`config.mk`:
```
export PLATFORM = sky130hd
export DESIGN_NAME = buzzer_alert_pattern_generator
export DESIGN_NICKNAME = d
export VERILOG_FILES = /design/src/hdl/bapg_pkg.sv /design/src/hdl/bapg_step.sv /design/src/hdl/buzzer_alert_pattern_generator.sv
export SDC_FILE = /design/constraint.sdc
export NUM_CORES = 2
export LEC_CHECK = 0
export BUFFER_PORTS_ARGS = -buffer_cell sky130_fd_sc_hd__buf_2
export CAP_MARGIN = 5
export CORE_MARGIN = 5
export CORE_UTILIZATION = 41
export DETAILED_ROUTE_END_ITERATION = 10
export PLACE_DENSITY = 0.63
export SETUP_SLACK_MARGIN = 0.4
export SLEW_MARGIN = 20
export SYNTH_ARGS = -nofsm -noshare
export SYNTH_HDL_FRONTEND = slang
export SYNTH_SLANG_ARGS = --single-unit
```
`constraint.sdc`:
```
create_clock -name clock -period 8.5 [get_ports clock]
set_input_delay 0.85 -clock clock [delete_from_list [all_inputs] [get_ports clock]]
set_output_delay 0.85 -clock clock [all_outputs]
set_load 0.05 [all_outputs]
```
`src/hdl/bapg_pkg.sv`:
```
// Shared types and constants for the buzzer alert pattern generator.
package bapg_pkg;

   typedef enum logic [2:0] {
      OP_TICK      = 3'd0,
      OP_GREETING  = 3'd1,
      OP_SIREN     = 3'd2,
      OP_COUNTDOWN = 3'd3,
      OP_BLINDSPOT = 3'd4,
      OP_STOP      = 3'd5
   } op_type;

   typedef enum logic [2:0] {
      MODE_SILENT    = 3'd0,
      MODE_GREETING  = 3'd1,
      MODE_SIREN     = 3'd2,
      MODE_COUNTDOWN = 3'd3,
      MODE_BLINDSPOT = 3'd4
   } mode_type;

   typedef struct packed {
      logic [2:0]  operation;
      logic [31:0] time_ms;
   } req_type;

   typedef struct packed {
      logic        tone_on;
      logic [11:0] frequency_hz;
      logic [2:0]  mode;
   } rsp_type;

   typedef struct packed {
      mode_type    mode;
      logic [31:0] start_time;
      logic [10:0] sweep_freq;
      logic        sweep_rising;
      logic [31:0] last_sweep_time;
      logic        tone_active;
      logic [11:0] tone_freq;
   } state_type;

   // time-of-window flags, worked out ahead of the state update
   typedef struct packed {
      logic countdown_on;
      logic blindspot_on;
   } phase_type;

   localparam logic [31:0] GREET_STEP1_MS = 32'd150;
   localparam logic [31:0] GREET_STEP2_MS = 32'd300;
   localparam logic [31:0] GREET_STEP3_MS = 32'd450;
   localparam logic [11:0] GREET_FREQ1    = 12'd1200;
   localparam logic [11:0] GREET_FREQ2    = 12'd2000;
   localparam logic [11:0] GREET_FREQ3    = 12'd2500;

   localparam logic [10:0] SWEEP_LOW      = 11'd800;
   localparam logic [10:0] SWEEP_HIGH     = 11'd1500;
   localparam logic [10:0] SWEEP_STEP     = 11'd50;
   localparam logic [31:0] SWEEP_GAP_MS   = 32'd15;

   localparam logic [11:0] COUNTDOWN_FREQ = 12'd3000;
   localparam logic [9:0]  COUNTDOWN_ON_MS = 10'd50;
   localparam logic [11:0] BLINDSPOT_FREQ = 12'd2200;
   localparam logic [9:0]  CHIRP1_END_MS  = 10'd60;
   localparam logic [9:0]  CHIRP2_BEG_MS  = 10'd120;
   localparam logic [9:0]  CHIRP2_END_MS  = 10'd180;

   // time mod 1000 = ((time >> 3) mod 125) * 8 + time[2:0]
   // time mod 600  = ((time >> 3) mod 75)  * 8 + time[2:0]
   localparam int          CD_DIV      = 125;
   localparam int          BS_DIV      = 75;
   localparam int          RECIP_SHIFT = 36;
   localparam logic [29:0] CD_RECIP    = 30'd549755813;  // floor(2^36 / 125)
   localparam logic [29:0] BS_RECIP    = 30'd916259689;  // floor(2^36 / 75)

endpackage

```
`src/hdl/bapg_step.sv`:
```
// Next-state logic for one item: command decode and per-mode tone pattern.
module bapg_step
   import bapg_pkg::*;
(
   input  state_type state_cur,
   input  req_type   item,
   input  phase_type phase,
   output state_type state_nxt
);

   logic [31:0] greet_elapsed;
   logic [31:0] sweep_elapsed;
   logic [11:0] sweep_up;
   logic [10:0] sweep_down;

   assign greet_elapsed = item.time_ms - state_cur.start_time;
   assign sweep_elapsed = item.time_ms - state_cur.last_sweep_time;
   assign sweep_up      = {1'b0, state_cur.sweep_freq} + {1'b0, SWEEP_STEP};
   assign sweep_down    = state_cur.sweep_freq - SWEEP_STEP;

   always_comb begin
      state_nxt = state_cur;
      case (op_type'(item.operation))
         OP_TICK: begin
            case (state_cur.mode)
               MODE_GREETING: begin
                  state_nxt.tone_active = 1'b1;
                  if (greet_elapsed < GREET_STEP1_MS) begin
                     state_nxt.tone_freq = GREET_FREQ1;
                  end else if (greet_elapsed < GREET_STEP2_MS) begin
                     state_nxt.tone_freq = GREET_FREQ2;
                  end else if (greet_elapsed < GREET_STEP3_MS) begin
                     state_nxt.tone_freq = GREET_FREQ3;
                  end else begin
                     state_nxt.mode        = MODE_SILENT;
                     state_nxt.tone_active = 1'b0;
                     state_nxt.tone_freq   = '0;
                  end
               end
               MODE_SIREN: begin
                  if (sweep_elapsed > SWEEP_GAP_MS) begin
                     state_nxt.last_sweep_time = item.time_ms;
                     state_nxt.tone_active     = 1'b1;
                     if (state_cur.sweep_rising) begin
                        state_nxt.sweep_freq = sweep_up[10:0];
                        state_nxt.tone_freq  = {1'b0, sweep_up[10:0]};
                        if (sweep_up >= {1'b0, SWEEP_HIGH}) begin
                           state_nxt.sweep_rising = 1'b0;
                        end
                     end else begin
                        state_nxt.sweep_freq = sweep_down;
                        state_nxt.tone_freq  = {1'b0, sweep_down};
                        if (sweep_down <= SWEEP_LOW) begin
                           state_nxt.sweep_rising = 1'b1;
                        end
                     end
                  end
               end
               MODE_COUNTDOWN: begin
                  state_nxt.tone_active = phase.countdown_on;
                  state_nxt.tone_freq   = phase.countdown_on ? COUNTDOWN_FREQ : '0;
               end
               MODE_BLINDSPOT: begin
                  state_nxt.tone_active = phase.blindspot_on;
                  state_nxt.tone_freq   = phase.blindspot_on ? BLINDSPOT_FREQ : '0;
               end
               default: begin
                  state_nxt.tone_active = 1'b0;
                  state_nxt.tone_freq   = '0;
               end
            endcase
         end
         OP_GREETING: begin
            state_nxt.mode       = MODE_GREETING;
            state_nxt.start_time = item.time_ms;
         end
         OP_SIREN: begin
            if (state_cur.mode != MODE_SIREN) begin
               state_nxt.mode       = MODE_SIREN;
               state_nxt.sweep_freq = SWEEP_LOW;
            end
         end
         OP_COUNTDOWN: begin
            state_nxt.mode = MODE_COUNTDOWN;
         end
         OP_BLINDSPOT: begin
            state_nxt.mode = MODE_BLINDSPOT;
         end
         OP_STOP: begin
            state_nxt.mode        = MODE_SILENT;
            state_nxt.tone_active = 1'b0;
            state_nxt.tone_freq   = '0;
         end
         default: begin
            state_nxt = state_cur;
         end
      endcase
   end

endmodule

```
`src/hdl/buzzer_alert_pattern_generator.sv`:
```
// Top level of the buzzer alert pattern generator.
//
// Usage:
//   req_* carries one item per handshake: a tick with the current millisecond
//   time, or a command (start greeting, siren, countdown, blindspot, or stop).
//   rsp_* returns exactly one item per request: tone on/off, the tone
//   frequency in hertz (0 when off) and the mode after the request.
//   An item moves when valid is high and stall is low.
// Timing:
//   Three register stages: the reciprocal products for time mod 1000 and
//   time mod 600, then the window flags, then the pattern state update into
//   the result register, which each request passes through in that order;
//   one item is accepted every cycle while rsp_stall is low.
// Stall:
//   rsp_stall holds the result register; the stages behind it fill, and
//   req_stall rises only once both stages behind the result are full.
// Reset:
//   Synchronous, active high. Pipeline empties, mode returns to silent, the
//   tone goes off and the siren sweep restarts at 800 Hz rising.
module buzzer_alert_pattern_generator
   import bapg_pkg::*;
(
   input  logic    clock,
   input  logic    reset,
   input  logic    req_valid,
   output logic    req_stall,
   input  req_type req_payload,
   output logic    rsp_valid,
   input  logic    rsp_stall,
   output rsp_type rsp_payload
);

   logic out_ready;
   logic s2_ready;
   logic s1_ready;
   logic req_accept;

   logic        s1_v_ff, s1_v_in;
   req_type     s1_req_ff, s1_req_in;
   logic [22:0] s1_qcd_ff, s1_qcd_in;
   logic [22:0] s1_qbs_ff, s1_qbs_in;

   logic        s2_v_ff, s2_v_in;
   req_type     s2_req_ff, s2_req_in;
   phase_type   s2_phase_ff, s2_phase_in;

   state_type   state_ff, state_in;
   state_type   state_nxt;
   logic        rsp_v_ff, rsp_v_in;
   rsp_type     rsp_ff, rsp_in;

   logic [58:0] cd_prod;
   logic [58:0] bs_prod;
   logic [28:0] cd_rem_full;
   logic [28:0] bs_rem_full;
   logic [7:0]  cd_r;
   logic [7:0]  bs_r;
   logic [7:0]  cd_rem;
   logic [7:0]  bs_rem;
   logic [9:0]  cd_mod;
   logic [9:0]  bs_mod;

   assign out_ready  = !rsp_v_ff || !rsp_stall;
   assign s2_ready   = !s2_v_ff || out_ready;
   assign s1_ready   = !s1_v_ff || s2_ready;
   assign req_stall  = !s1_ready;
   assign req_accept = req_valid && s1_ready;

   // quotient estimates, low by at most one
   assign cd_prod = {30'd0, req_payload.time_ms[31:3]} * {29'd0, CD_RECIP};
   assign bs_prod = {30'd0, req_payload.time_ms[31:3]} * {29'd0, BS_RECIP};

   always_comb begin
      s1_v_in   = s1_ready ? req_valid : s1_v_ff;
      s1_req_in = req_accept ? req_payload : s1_req_ff;
      s1_qcd_in = req_accept ? cd_prod[RECIP_SHIFT +: 23] : s1_qcd_ff;
      s1_qbs_in = req_accept ? bs_prod[RECIP_SHIFT +: 23] : s1_qbs_ff;
   end

   always_ff @(posedge clock) begin
      if (reset) begin
         s1_v_ff <= 1'b0;
      end else begin
         s1_v_ff <= s1_v_in;
      end
      s1_req_ff <= s1_req_in;
      s1_qcd_ff <= s1_qcd_in;
      s1_qbs_ff <= s1_qbs_in;
   end

   assign cd_rem_full = s1_req_ff.time_ms[31:3] - ({6'd0, s1_qcd_ff} * 29'(CD_DIV));
   assign bs_rem_full = s1_req_ff.time_ms[31:3] - ({6'd0, s1_qbs_ff} * 29'(BS_DIV));
   assign cd_r        = cd_rem_full[7:0];
   assign bs_r        = bs_rem_full[7:0];
   assign cd_rem      = (cd_r >= 8'(CD_DIV)) ? cd_r - 8'(CD_DIV) : cd_r;
   assign bs_rem      = (bs_r >= 8'(BS_DIV)) ? bs_r - 8'(BS_DIV) : bs_r;
   assign cd_mod      = {cd_rem[6:0], s1_req_ff.time_ms[2:0]};
   assign bs_mod      = {bs_rem[6:0], s1_req_ff.time_ms[2:0]};

   always_comb begin
      s2_v_in     = s2_ready ? s1_v_ff : s2_v_ff;
      s2_req_in   = s2_req_ff;
      s2_phase_in = s2_phase_ff;
      if (s2_ready && s1_v_ff) begin
         s2_req_in                = s1_req_ff;
         s2_phase_in.countdown_on = cd_mod < COUNTDOWN_ON_MS;
         s2_phase_in.blindspot_on = (bs_mod < CHIRP1_END_MS) ||
                                    ((bs_mod >= CHIRP2_BEG_MS) && (bs_mod < CHIRP2_END_MS));
      end
   end

   always_ff @(posedge clock) begin
      if (reset) begin
         s2_v_ff <= 1'b0;
      end else begin
         s2_v_ff <= s2_v_in;
      end
      s2_req_ff   <= s2_req_in;
      s2_phase_ff <= s2_phase_in;
   end

   bapg_step u_step (
      .state_cur (state_ff),
      .item      (s2_req_ff),
      .phase     (s2_phase_ff),
      .state_nxt (state_nxt)
   );

   always_comb begin
      rsp_v_in = out_ready ? s2_v_ff : rsp_v_ff;
      state_in = state_ff;
      rsp_in   = rsp_ff;
      if (out_ready && s2_v_ff) begin
         state_in            = state_nxt;
         rsp_in.tone_on      = state_nxt.tone_active;
         rsp_in.frequency_hz = state_nxt.tone_active ? state_nxt.tone_freq : '0;
         rsp_in.mode         = state_nxt.mode;
      end
   end

   always_ff @(posedge clock) begin
      if (reset) begin
         rsp_v_ff                <= 1'b0;
         state_ff.mode           <= MODE_SILENT;
         state_ff.start_time     <= '0;
         state_ff.sweep_freq     <= SWEEP_LOW;
         state_ff.sweep_rising   <= 1'b1;
         state_ff.last_sweep_time <= '0;
         state_ff.tone_active    <= 1'b0;
         state_ff.tone_freq      <= '0;
      end else begin
         rsp_v_ff <= rsp_v_in;
         state_ff <= state_in;
      end
      rsp_ff <= rsp_in;
   end

   assign rsp_valid   = rsp_v_ff;
   assign rsp_payload = rsp_ff;

`ifndef ASSERT_OFF
   a_reset_empty: assert property (@(posedge clock)
      reset |=> (!rsp_v_ff && !s1_v_ff && !s2_v_ff))
      else $error("pipeline not empty after reset");

   a_accept_fills: assert property (@(posedge clock) disable iff (reset)
      req_accept |=> s1_v_ff)
      else $error("accepted item missing from first stage");

   a_sweep_range: assert property (@(posedge clock) disable iff (reset)
      (state_ff.sweep_freq >= 11'd750) && (state_ff.sweep_freq <= SWEEP_HIGH))
      else $error("siren sweep out of range");

   a_quiet_zero: assert property (@(posedge clock) disable iff (reset)
      !state_ff.tone_active |-> (state_ff.tone_freq == 12'd0))
      else $error("tone off with nonzero frequency");
`endif

endmodule
```
### Yosys cells after proc, flatten, opt, wreduce, memory -nomap -nowiden

Cells that the tools add are included.

| cells by class | value |
|---|---|
| add/subtract/negate cells | 8 |
| multipliers | 4 |
| reductions and logical operators | 18 |
| magnitude comparators | 12 |
| equal/unequal tests | 13 |
| multiplexer cells | 26 |

Operators by type and width:

| cell | count |
|---|---|
| $mul A29 B30 Y59 const B | 2 |
| $mux W12 | 6 |
| $lt A32 B9 Y1 const B | 2 |
| $sub A32 B32 Y32 | 2 |
| $mux W57 | 1 |
| $pmux W13 S4 | 1 |
| $mul A23 B7 Y8 const B | 2 |
| $mux W44 | 1 |
| $gt A32 B4 Y1 const B | 1 |
| $lt A32 B8 Y1 const B | 1 |
| $pmux W13 S2 | 1 |
| $mux W11 | 2 |
| $pmux W11 S2 | 1 |
| $lt A10 B6 Y1 const B | 2 |
| $pmux W3 S6 | 1 |
| $ge A8 B7 Y1 const B | 2 |
| $sub A8 B8 Y8 | 2 |
| $mux W3 | 5 |
| $mux W7 | 2 |
| $sub A7 B7 Y7 const B | 2 |
| $add A11 B6 Y12 const B | 1 |
| $eq A3 B2 Y1 const B | 4 |
| $ge A12 B11 Y1 const B | 1 |
| $le A11 B10 Y1 const B | 1 |
| other kinds (17) | 35 |

| word-level totals | value |
|---|---|
| bits in registers | 229 |
| input port bits | 39 |

### Longest topological paths before layout

| logic depth | value |
|---|---|
| depth in word-level cells | 7 |
| gate-level depth with buffers | 28 |

### Cells and area by module

Synthesis repeated with hierarchy kept, for this count alone.

| unflattened totals | value |
|---|---|
| cell total of the unflattened synthesis | 3792 |
| area total of the unflattened synthesis | 35016.1 um^2 |

Modules (own cells, without submodules):

| module | area an instance (um^2) | instances | cells each |
|---|---|---|---|
| buzzer_alert_pattern_generator | 28713.8 | 1 | 2755 |
| bapg_step | 6302.3 | 1 | 1037 |

### Least setup slack after synthesis

OpenSTA, ideal clock, no wires.

| path | value |
|---|---|
| path kind | input port to flip-flop |
| start | in req_payload[11] (netlist name) |
| end | reg s1_qcd_ff[7] (data pin) |
| buffers on the path | 0 |
| cell stages on the path | 22 |
| slack | 1.238 ns |
| arrival time | 7.002 ns |
| path through | fa_1 -> fa_1 -> fa_1 -> ha_1 -> inv_1 -> fa_1 -> inv_1 -> fa_1 -> fa_1 -> fa_1 -> ha_1 -> a21o_1 -> a21o_1 -> a21o_1 -> a221oi_1 -> o221ai_1 -> a221oi_1 -> o221ai_1 -> a221o_1 -> a21o_1 -> a21oi_1 -> xnor2_1 |

| between the ends | value |
|---|---|
| word-level cells in the longest chain between the ends | 1 |

RTL lines:

| element | RTL line | text |
|---|---|---|
| from (decl) | buzzer_alert_pattern_generator.sv:27 | `input req_type req_payload,` |
| $mul A29 B30 Y59 | buzzer_alert_pattern_generator.sv:70 | `assign cd_prod = {30'd0, req_payload.time_ms[31:3]} * {29'd0, CD_RECIP};` |
| named net cd_prod[43] | buzzer_alert_pattern_generator.sv:52 | `logic [58:0] cd_prod;` |
| to (signal assigned) | buzzer_alert_pattern_generator.sv:87 | `s1_qcd_ff <= s1_qcd_in;` |
| to (decl) | buzzer_alert_pattern_generator.sv:40 | `logic [22:0] s1_qcd_ff, s1_qcd_in;` |

The timed path passes the listed nets, and every way through them passes these cells.
A chain may end at the register's enable or synchronous reset.

### Worst setup path after layout

| path | value |
|---|---|
| start | in req_payload[18] (netlist name) |
| end | reg s1_qbs_ff[0] (data pin) |

| between the ends | value |
|---|---|
| word-level cells in the longest chain between the ends | 1 |

RTL lines:

| element | RTL line | text |
|---|---|---|
| $mul A29 B30 Y59 | buzzer_alert_pattern_generator.sv:71 | `assign bs_prod = {30'd0, req_payload.time_ms[31:3]} * {29'd0, BS_RECIP};` |
| named net bs_prod[36] | buzzer_alert_pattern_generator.sv:53 | `logic [58:0] bs_prod;` |
| to (signal assigned) | buzzer_alert_pattern_generator.sv:88 | `s1_qbs_ff <= s1_qbs_in;` |
| to (decl) | buzzer_alert_pattern_generator.sv:41 | `logic [22:0] s1_qbs_ff, s1_qbs_in;` |

The timed path passes the listed nets, and every way through them passes these cells.

==> impl_metrics.yaml <==
outcome:
  outcome: "finished, final reports clean"
sta:
  fin_tns_setup_ps: 0
  period_share: 0.901
  max_slew_margin: 0.317
  fmax_mhz: 131
  final-setup-viol-count: 0
  drv_slew: 0
  rsz0062_at_grt: "no"
  hold_viol_final: 0
  clock_skew_ps: 24.9
  tightest_slew_ps: 1010
  layout_min_cycle_time_ps: 7650
worst_setup_path:
  worstPathArrival_ps: 7900
  cpMostUsedCell: "fa_1"
  reg2reg_depth: 16
  cp_max_fo: 12
  reg2reg_slack_ps: 2710
  cp-start-kind: "input port"
  critPathTopFamily: "adder cells"
  crit_type: "input port to register"
  reg2reg_from: "s1_qcd_ff[0]$_DFFE_PP_"
  critPathMaxStageDelay_ps: 580
  worst_ep_required_time_ps: 8750
  crit_buf_inv: 4
  critPathSlowestCell: "fa_1"
  r2r_end: "s2_phase_ff[1]$_DFFE_PP_"
  endpoint_kind: "register"
yosys:
  async_flop_share: 0
  synth_edf_count: 104
  synthDistinctLibCells: 102
  synth_ff_type: "edfxtp_1"
  syn_area_per_cell_um2: 9.58
  syn_area_um2: 34400
  ys.warnings.count: 0
  syn-num-nets: 4719
  synth-seq-area-share: 0.146
  postSynthCellCount: 3589
  ys_ff_latch: 198
global_routing:
  grt_pass1_vias: 25300
  use_met2: 0.359
  grt_antenna_before_repair: 4
  grt_max_degree: 61
  grt_pass1_wl_mm: 150
  track_usage: 0.217
  grt.busiest_layer: "met2"
  met1_usage: 0.298
  use_met3: 0.0276
  gr-total-overflow: 0
die:
  die_h_um: 300
  start_util: 0.412
  core_region_area_um2: 83400
  dieArea_um2: 89800
  rows: 106
  io_pins: 57
  fp.dieW_um: 300
drt:
  drt_first_iter_violations: 1663
  viasPerCell: 5.25
  num_vias: 24800
  avgRoutedWirePerCell_um: 20.4
  post-route-drc-count: 0
  dr.pass1.iters: 5
  drt.antenna.violating_nets: 0
  wl_mm: 96.2
min_path:
  hold_path_class: "register to register"
  min_to: "s2_req_ff[25]$_DFFE_PP_"
  min_path_cells: 0
  hold_start: "s1_req_ff[25]$_DFFE_PP_"
clock_network:
  clkSinkCount: 198
  cts.repair.resized: 0
  ctsHtreeMaxLevel: 4
  cts_buffers: 17
  cts-root-buf: "clkbuf_16"
  cts_buffer_depth: 2
  cts_setup_buffers: 0
  cts_tree: "built"
  clkTransAtPathRegs_ps: 90
  cts_hold_buf: 0
  clkLatencyLatePin_ps: 490
final_layout:
  layout-drive-gt1-share: 0.0653
  synthToLayoutAreaGrowth_pct: 6.31
  nets: 4759
  final_cell_mix: "inv_1 (881), ha_1 (585), fa_1 (506), nand2_1 (223), a21oi_1 (180)"
  final_common_cell: "inv_1"
job:
  maxCapViolCount: 0
placed_design:
  gp_congestion: 0.974
  dp_hpwl_mm: 82.8
  io_buffers: 56
==> through the flow <==
stage          cells   util  hold WS, ps  area [um^2]  worst slack, ps
2_1_floorplan   3589      -          400        34400             1240
3_3_place_gp    4690  0.430          401        35900              335
3_5_place_dp    4690  0.430          407        35900              247
4_1_cts         4722  0.438          426        36600              784
5_1_grt         4722  0.438          428        36600              513
6_report        4724  0.438          417        36600              845
==> synth_stat cells (12+ instances only) <==
library cell	number	area [um^2]
a211o_1	12	105
nor4_1	19	119
dfxtp_1	94	1880
nand2_2	28	175
mux2i_1	12	120
and3_1	17	106
and2_1	14	87.6
clkbuf_1	46	173
ha_1	585	7320
edfxtp_1	104	3120
fa_1	506	10100
a21oi_2	34	298
xor2_1	29	254
xnor2_1	88	771
o211ai_1	14	105
nand2b_1	15	93.8
a21oi_1	180	901
or2_2	12	75.1
nand4_1	40	250
inv_1	881	3310
a211oi_1	18	135
nor2b_1	18	113
o21a_1	35	263
a31oi_1	16	100
nand3_1	43	215
a21o_1	46	345
nor2_1	114	428
nand2_1	223	837
o21ai_0	96	480
nor3_1	29	145
==> flip-flops by register name, indices dropped and copies added, names as in the netlist, 2 cells and up <==
register     flops
state_ff        91
s1_qcd_ff        8
s1_req_ff       32
s1_qbs_ff        8
s2_phase_ff      2
s2_req_ff       35
rsp_payload     16
bs_mod           3
==> how the worst max path moves through the flow <==
stage                     slack (ps)            start                     end  cells past startpoint
final                            850  req_payload[18]  s1_qbs_ff[0]$_DFFE_PP_                     26
after global routing             510   req_payload[6]  s1_qcd_ff[7]$_DFFE_PP_                     25
after CTS                        780   req_payload[6]  s1_qcd_ff[7]$_DFFE_PP_                     25
after detailed placement         250   req_payload[6]  s1_qcd_ff[7]$_DFFE_PP_                     25
after global placement           330   req_payload[6]  s1_qcd_ff[7]$_DFFE_PP_                     25
after floorplan                 1240  req_payload[11]  s1_qcd_ff[7]$_DFFE_PP_                     22
==> area by class of cell <==
type,count,area [um^2]
Inverter,882,3310
Fill cell,8102,46900
Sequential cell,198,5000
Clock buffer,17,425
Clock inverter,15,220
Tap cell,1080,1350
Antenna cell,2,5.00
Multi-Input combinational cell,2432,25600
Timing Repair Buffer,98,598
==> worst reg2reg max path: stages (launching register included) <==
cell,delay [ps]
edfxtp_1,640
inv_1,190
fa_1,570
fa_1,550
inv_1,50
fa_1,500
fa_1,540
inv_1,40
ha_1,320
a21oi_1,120
o21ai_0,110
xnor2_1,160
a21oi_1,340
a211oi_1,160
or4_1,430
a211o_1,300
a32oi_1,480
==> cell families after synthesis <==
logic type	synth area share
fa+ha+maj	0.507
buf+inv	0.110
flops	0.146
mux	0.00415
simple gates	0.0903
xor+xnor	0.0298
compound gates	0.113
==> routing by layer <==
layer / share of wire / routed length (um) / vias to the layer above
li1: - / - / 11800
met1: 0.44 / 42600 / 12200
met2: 0.47 / 45100 / 665
met3: 0.052 / 4970 / 145
met4: 0.036 / 3510 / 4
met5: 0.00028 / 27 / -
Power is left out: the tool's default activity adds up to more than one toggle a clock period on the data nets, which glitch-free logic cannot reach.
